<file path="config.mk">
export PLATFORM = sky130hd
export DESIGN_NAME = tmse_ctrl
export DESIGN_NICKNAME = d
export VERILOG_FILES = /design/src/rtl/core/tmse_pkg.sv /design/src/rtl/core/tmse_ctrl.sv
export SDC_FILE = /design/constraint.sdc
export NUM_CORES = 1
export LEC_CHECK = 0
export BUFFER_PORTS_ARGS = -buffer_cell sky130_fd_sc_hd__buf_2
export CAP_MARGIN = 20
export CELL_PAD_IN_SITES_DETAIL_PLACEMENT = 2
export CELL_PAD_IN_SITES_GLOBAL_PLACEMENT = 2
export CORE_AREA = 2 2 39 41
export CTS_CLUSTER_DIAMETER = 50
export DETAILED_ROUTE_END_ITERATION = 6
export DIE_AREA = 0 0 41 43
export PLACE_DENSITY = 0.59
export RECOVER_POWER = 25
export REMOVE_ABC_BUFFERS = 1
export SLEW_MARGIN = 40
export SYNTH_ARGS = -nofsm -noshare
export SYNTH_HDL_FRONTEND = slang
export SYNTH_SLANG_ARGS = --single-unit
</file>
<file path="constraint.sdc">
create_clock -name clock -period 1.7 [get_ports clock]
set_input_delay 0.255 -clock clock [delete_from_list [all_inputs] [get_ports clock]]
set_output_delay 0.255 -clock clock [all_outputs]
set_load 0.02 [all_outputs]
</file>
<file path="src/rtl/core/tmse_pkg.sv">
package tmse_pkg;

   localparam int TAPE_LEN    = 1024;
   localparam int MAX_SYMBOLS = 16;
   localparam int MAX_STATES  = 9;
   localparam int RULE_DEPTH  = MAX_STATES * MAX_SYMBOLS;

   localparam int HEAD_W  = $clog2(TAPE_LEN);
   localparam int RULE_AW = $clog2(RULE_DEPTH);
   localparam int STATE_W = 4;
   localparam int COL_W   = 4;
   localparam int SYM_W   = 8;
   localparam int ASIZE_W = 5;

   localparam logic [SYM_W-1:0]   BLANK_RESET = 8'd32;
   localparam logic [HEAD_W-1:0]  HEAD_RESET  = HEAD_W'(TAPE_LEN / 2);
   localparam logic [STATE_W-1:0] STATE_START = 4'd1;
   localparam logic [STATE_W-1:0] STATE_HALT  = 4'd0;

   typedef enum logic [2:0] {
      FUNC_RULE     = 3'd0,
      FUNC_TAPE     = 3'd1,
      FUNC_ALPHABET = 3'd2,
      FUNC_STEP     = 3'd3,
      FUNC_HEAD     = 3'd4
   } func_type;

   typedef enum logic [1:0] {
      OUT_OK       = 2'd0,
      OUT_HALT     = 2'd1,
      OUT_NO_SYM   = 2'd2,
      OUT_NO_RULE  = 2'd3
   } outcome_type;

   localparam logic [1:0] MOVE_RIGHT = 2'd1;
   localparam logic [1:0] MOVE_LEFT  = 2'd2;

   localparam logic CSR_ALPHABET_SIZE = 1'b0;
   localparam logic CSR_BLANK_SYMBOL  = 1'b1;

   typedef struct packed {
      logic               present;
      logic [SYM_W-1:0]   sym;
      logic [1:0]         move;
      logic [STATE_W-1:0] next;
   } rule_type;

   typedef struct packed {
      logic clear;
      logic load;
      logic look;
      logic apply;
   } cmd_type;

endpackage

</file>
<file path="src/rtl/core/tmse_ctrl.sv">
module tmse_ctrl (
   input  logic             clock,
   input  logic             reset,
   input  logic             start,
   input  logic [2:0]       req_func,
   input  logic             clear_done,
   output logic             busy,
   output tmse_pkg::cmd_type cmd
);

   import tmse_pkg::*;

   typedef enum logic [3:0] {
      ST_CLEAR = 4'b0001,
      ST_IDLE  = 4'b0010,
      ST_LOOK  = 4'b0100,
      ST_APPLY = 4'b1000
   } ctrl_state_type;

   ctrl_state_type state_ff;
   ctrl_state_type state_in;
   logic           accept;

   assign busy   = (state_ff != ST_IDLE);
   assign accept = start && !busy;

   always_comb begin
      state_in = state_ff;
      unique case (state_ff)
         ST_CLEAR: begin
            if (clear_done) begin
               state_in = ST_IDLE;
            end
         end
         ST_IDLE: begin
            if (accept && (req_func == FUNC_STEP)) begin
               state_in = ST_LOOK;
            end
         end
         ST_LOOK:  state_in = ST_APPLY;
         ST_APPLY: state_in = ST_IDLE;
         default:  state_in = ST_CLEAR;
      endcase
   end

   always_ff @(posedge clock) begin
      if (reset) begin
         state_ff <= ST_CLEAR;
      end else begin
         state_ff <= state_in;
      end
   end

   always_comb begin
      cmd.clear = (state_ff == ST_CLEAR);
      cmd.load  = accept && (req_func != FUNC_STEP);
      cmd.look  = (state_ff == ST_LOOK);
      cmd.apply = (state_ff == ST_APPLY);
   end

endmodule

</file>
# Word-level counts from Yosys, hierarchy flattened
# Cells that the tools add are included.
# totals
regBits,4
inputBits,7
out_inout_bits,5
elab_cells,18
# op_classes
n_eq_ne,9
muxes,3
reduce_logical,5
# op_table
operator,n
4-bit one-hot mux with 4 select lines,1
4-bit 2-to-1 mux,2
"4-bit by 1-bit equality test with 1-bit output, second input constant",1
"4-bit by 2-bit equality test with 1-bit output, second input constant",1
"4-bit by 3-bit equality test with 1-bit output, second input constant",1
"4-bit equality test, second input constant",1
"2-bit != test, second input constant",2
"4-bit by 2-bit != test with 1-bit output, second input constant",1
"3-bit by 2-bit equality test with 1-bit output, second input constant",1
1-bit logical AND,3
"3-bit by 2-bit != test with 1-bit output, second input constant",1
2-bit AND reduction,1
1-bit logical NOT,1

# Depth between registers and ports, before layout
# depth
word_depth,6
mapped_depth,3
ltp_nobuf,3

# Worst setup path before layout
# OpenSTA, ideal clock, no wires.
# synth_path
path_type,reg-to-output
from,register state_ff[1]
to,output cmd[2] in the netlist's numbering
arrival_time_ps,1187
required_ps,1445
path_slack_ps,258
path_stages_with_launch,4
path_buffers,0
cell_sequence,dfxtp_1 nor4b_2 inv_1 nor2_1
# synth_rtl
element,line,text
start: declaration,tmse_ctrl.sv:20,ctrl_state_type state_ff;
start signal: assignment,tmse_ctrl.sv:50,state_ff <= state_in;
end: declaration,tmse_ctrl.sv:8,output tmse_pkg::cmd_type cmd

==> metrics.txt <==
# TYPE chip_impl_metric gauge
chip_impl_metric{name="grt_pass1_vias",unit=""} 260
chip_impl_metric{name="grt_antenna_before_repair",unit=""} 0
chip_impl_info{name="worst_hold_path_type",value="in -> reg"} 1
chip_impl_metric{name="port_buffers",unit=""} 11
chip_impl_info{name="r2r_start",value="state_ff[0]"} 1
chip_impl_metric{name="power.static_leakage",unit="uW"} 0.000145
chip_impl_metric{name="timing.critical_path.fanout_max",unit=""} 5
chip_impl_metric{name="fp_rows",unit=""} 14
chip_impl_info{name="most_frequently_used_cell_type_in_the_post_synthesis_netlist",value="sky130_fd_sc_hd__dfxtp_1"} 1
chip_impl_metric{name="detailedPlacementHpwl",unit="um"} 624
chip_impl_metric{name="grt_start_max_net_pins",unit=""} 7
chip_impl_metric{name="route.detailed.vias_per_inst",unit=""} 4.69
chip_impl_metric{name="setup_tns",unit="ns"} 0
chip_impl_metric{name="die-height",unit="um"} 43
chip_impl_info{name="timing_worst_setup_path_type",value="reg -> out"} 1
chip_impl_metric{name="clkSlewWorstSetupHoldPaths",unit="ns"} 0.04
chip_impl_metric{name="cts_buffer_depth",unit=""} 2
chip_impl_metric{name="max_slew_margin",unit="%"} 74.5
chip_impl_info{name="outcome",value="complete, no violations"} 1
chip_impl_metric{name="cts_post_setup_buffers_inserted",unit=""} 0
chip_impl_metric{name="r2r_slack",unit="ns"} 0.38
chip_impl_metric{name="design.core.area",unit="um^2"} 1380
chip_impl_metric{name="final-hold-violation-count",unit=""} 0
chip_impl_metric{name="yosysSeqAreaShare",unit="%"} 31.2
chip_impl_metric{name="max_cap_violations",unit=""} 0
chip_impl_info{name="reg.largest.list",value="state_ff x4"} 1
chip_impl_metric{name="finalWorstSetupSlack",unit="ns"} 0.113
chip_impl_info{name="hold-path-endpoint",value="state_ff[2]"} 1
chip_impl_metric{name="drt_first_pass_iters",unit=""} 1
chip_impl_metric{name="insertion_delay",unit="ns"} 0.23
chip_impl_metric{name="numClockSinks",unit=""} 4
chip_impl_metric{name="post_synth_num_cell_types",unit=""} 16
chip_impl_metric{name="starting_utilization_of_the_core_area",unit="%"} 18.5
chip_impl_metric{name="setup-violations-final",unit=""} 0
chip_impl_info{name="launch_point_of_the_worst_hold_path",value="reset"} 1
chip_impl_metric{name="layout.core_utilization",unit="%"} 26.3
chip_impl_metric{name="netlist.area_leader.share",unit="%"} 31.2
chip_impl_metric{name="final.period_utilization",unit="%"} 93.4
chip_impl_metric{name="whs_path_depth",unit=""} 2
chip_impl_info{name="root_buffer_cell",value="sky130_fd_sc_hd__clkbuf_4"} 1
chip_impl_metric{name="drive_above_1_share",unit="%"} 53.8
chip_impl_metric{name="tritoncts.num_buffers",unit=""} 3
chip_impl_metric{name="diodes",unit=""} 0
chip_impl_metric{name="detail_route.iter0.violations",unit=""} 0
chip_impl_info{name="reg2reg_to",value="state_ff[1]"} 1
chip_impl_metric{name="synth_enable_flop_cells",unit=""} 0
chip_impl_info{name="ys_top_cells_by_count",value="sky130_fd_sc_hd__dfxtp_1, sky130_fd_sc_hd__inv_1, sky130_fd_sc_hd__nor4b_2"} 1
chip_impl_metric{name="io_pins",unit=""} 12
chip_impl_metric{name="ys_async_sr_fraction",unit="%"} 0
chip_impl_metric{name="synth.cell_area",unit="um^2"} 256
chip_impl_metric{name="drc",unit=""} 0
chip_impl_metric{name="remaining_global_route_overflow",unit=""} 0
chip_impl_metric{name="grtUsageTotal",unit="%"} 10.8
chip_impl_info{name="kind_of_end_point_of_the_critical_path",value="output pin"} 1
chip_impl_metric{name="die_w",unit="um"} 41
chip_impl_info{name="ys_dominant_reg_cell",value="sky130_fd_sc_hd__dfxtp_1"} 1
chip_impl_metric{name="number_of_flip_flops_under_the_largest_register_name",unit=""} 4
chip_impl_metric{name="place_congestion",unit=""} 0.715
chip_impl_info{name="top_reg_by_flops",value="state_ff"} 1
chip_impl_metric{name="synth.yosys.warnings",unit=""} 0
chip_impl_metric{name="final.min_clock_period",unit="ns"} 1.59
chip_impl_metric{name="netlist_instances",unit=""} 25
chip_impl_metric{name="flow.area_growth_from_synthesis",unit="%"} 42.0
chip_impl_metric{name="nNetsFinal",unit=""} 48
chip_impl_info{name="worstSetupStartpointType",value="flop"} 1
chip_impl_metric{name="tightest_slew",unit="ns"} 0.382
chip_impl_metric{name="cellPowerDensity",unit="nW/um^2"} 775
chip_impl_metric{name="postSynthRegisterBits",unit=""} 4
chip_impl_metric{name="dieArea",unit="um^2"} 1760
chip_impl_info{name="rsz_0062_raised_after_global_routing",value="false"} 1
chip_impl_metric{name="post_drt_wl_per_cell",unit="um"} 13.3
chip_impl_metric{name="cts_max_level",unit=""} 1
chip_impl_metric{name="syn_area_per_cell",unit="um^2"} 10.3
chip_impl_info{name="synthTopCellsByArea",value="sky130_fd_sc_hd__dfxtp_1, sky130_fd_sc_hd__nor4b_2, sky130_fd_sc_hd__a2111oi_4"} 1
chip_impl_metric{name="hold_ws",unit="ns"} 0.246
chip_impl_info{name="synth_largest_area_cell",value="sky130_fd_sc_hd__dfxtp_1"} 1
chip_impl_metric{name="num_vias",unit=""} 258
chip_impl_metric{name="fmax",unit="MHz"} 630
chip_impl_metric{name="cp.arrival",unit="ns"} 1.33
chip_impl_metric{name="drtAntennaViolNets",unit=""} 0
chip_impl_info{name="cts_tree",value="yes"} 1
chip_impl_metric{name="ir_worst_vdd",unit="V"} 0.000219
chip_impl_metric{name="worstPathRequired",unit="ns"} 1.44
chip_impl_info{name="startpoint",value="state_ff[0]"} 1
chip_impl_metric{name="finClkSkew",unit="ns"} 0.00122
chip_impl_metric{name="slew_viol_final",unit=""} 0
chip_impl_metric{name="detail_route.wirelength",unit="um"} 730
chip_impl_metric{name="reg2reg_depth",unit=""} 3
chip_impl_metric{name="grt_pass1_wl",unit="um"} 1190
chip_impl_metric{name="dp_worst_setup_slack",unit="ns"} 0.262
per-stage QoR:
step | std cells | cell area [um^2] | power (uW)
6_report | 55 | 364 | 282
5_1_grt | 55 | 364 | 299
4_1_cts | 55 | 354 | 284
3_5_place_dp | 52 | 332 | 163
3_3_place_gp | 52 | 332 | 161
2_1_floorplan | 25 | 256 | 141
logic make-up after synthesis:
kind of cell / synth area share [%]
flip-flops: 31.2
XOR/XNOR: 3.42
AND/OR/NAND/NOR: 37.6
buffers and inverters: 4.39
AO/OA/AOI/OAI: 23.4
critical path, cell delays in order (launching register included):
cell and delay [ns]:
sky130_fd_sc_hd__dfxtp_1 0.46, sky130_fd_sc_hd__nor4b_2 0.40, sky130_fd_sc_hd__buf_2 0.24
power breakdown:
part	internal (uW)	switching (uW)
combinational	24.9	28.9
sequential	100	10.3
clock	79.0	38.9
cell type report:
type                       instances  area, um^2
sequential                         4        81.3
tap                               16        20.0
fill                             162        1020
clock buffer                       3        22.5
multi-input combinational         18         174
timing repair buffer              11        55.1
inverter                           3        11.3
routing by layer:
layer | track usage (%) | wire length (um) | up-vias
li1 | - | - | 122
met3 | 3.66 | 40 | 2
met1 | 11.3 | 288 | 126
met2 | 15.9 | 386 | 8
met5 | 0 | 0 | -
met4 | 10.0 | 14 | 0
placed cells by master, fill, tap and decap left out:
| cell type | count |
|---|---|
| sky130_fd_sc_hd__buf_2 | 11 |
| sky130_fd_sc_hd__clkbuf_4 | 3 |
| sky130_fd_sc_hd__dfxtp_1 | 3 |
| sky130_fd_sc_hd__nor4b_2 | 2 |
| sky130_fd_sc_hd__inv_1 | 2 |
| sky130_fd_sc_hd__nand2_1 | 2 |
| sky130_fd_sc_hd__o21ai_0 | 2 |
| sky130_fd_sc_hd__nor4b_4 | 1 |
| sky130_fd_sc_hd__inv_2 | 1 |
| sky130_fd_sc_hd__nor4_2 | 1 |
| sky130_fd_sc_hd__nor2_1 | 1 |
| sky130_fd_sc_hd__nand4b_1 | 1 |
| sky130_fd_sc_hd__and2b_1 | 1 |
| sky130_fd_sc_hd__a2111oi_4 | 1 |
| sky130_fd_sc_hd__nor2b_1 | 1 |
| sky130_fd_sc_hd__a211oi_1 | 1 |
| sky130_fd_sc_hd__nor3_1 | 1 |
| sky130_fd_sc_hd__xor2_1 | 1 |
| sky130_fd_sc_hd__o211ai_1 | 1 |
| sky130_fd_sc_hd__a21o_1 | 1 |
| sky130_fd_sc_hd__dfxtp_2 | 1 |
worst max-delay path by stage:
stage	to	slack, ns	cells past startpoint
3_5_place_dp	cmd[2]	0.26	4
4_1_cts	cmd[2]	0.01	4
5_1_grt	cmd[2]	0.007	4
2_1_floorplan	cmd[2]	0.26	3
3_3_place_gp	cmd[2]	0.34	4
6_report	cmd[3]	0.11	2
repair_timing:
item                                    CTS  global route
endpoints found under the setup margin    0             1
hold buffers                              0             0
resized for setup                         0             3
No activity file was read; power rests on OpenSTA's default activity.
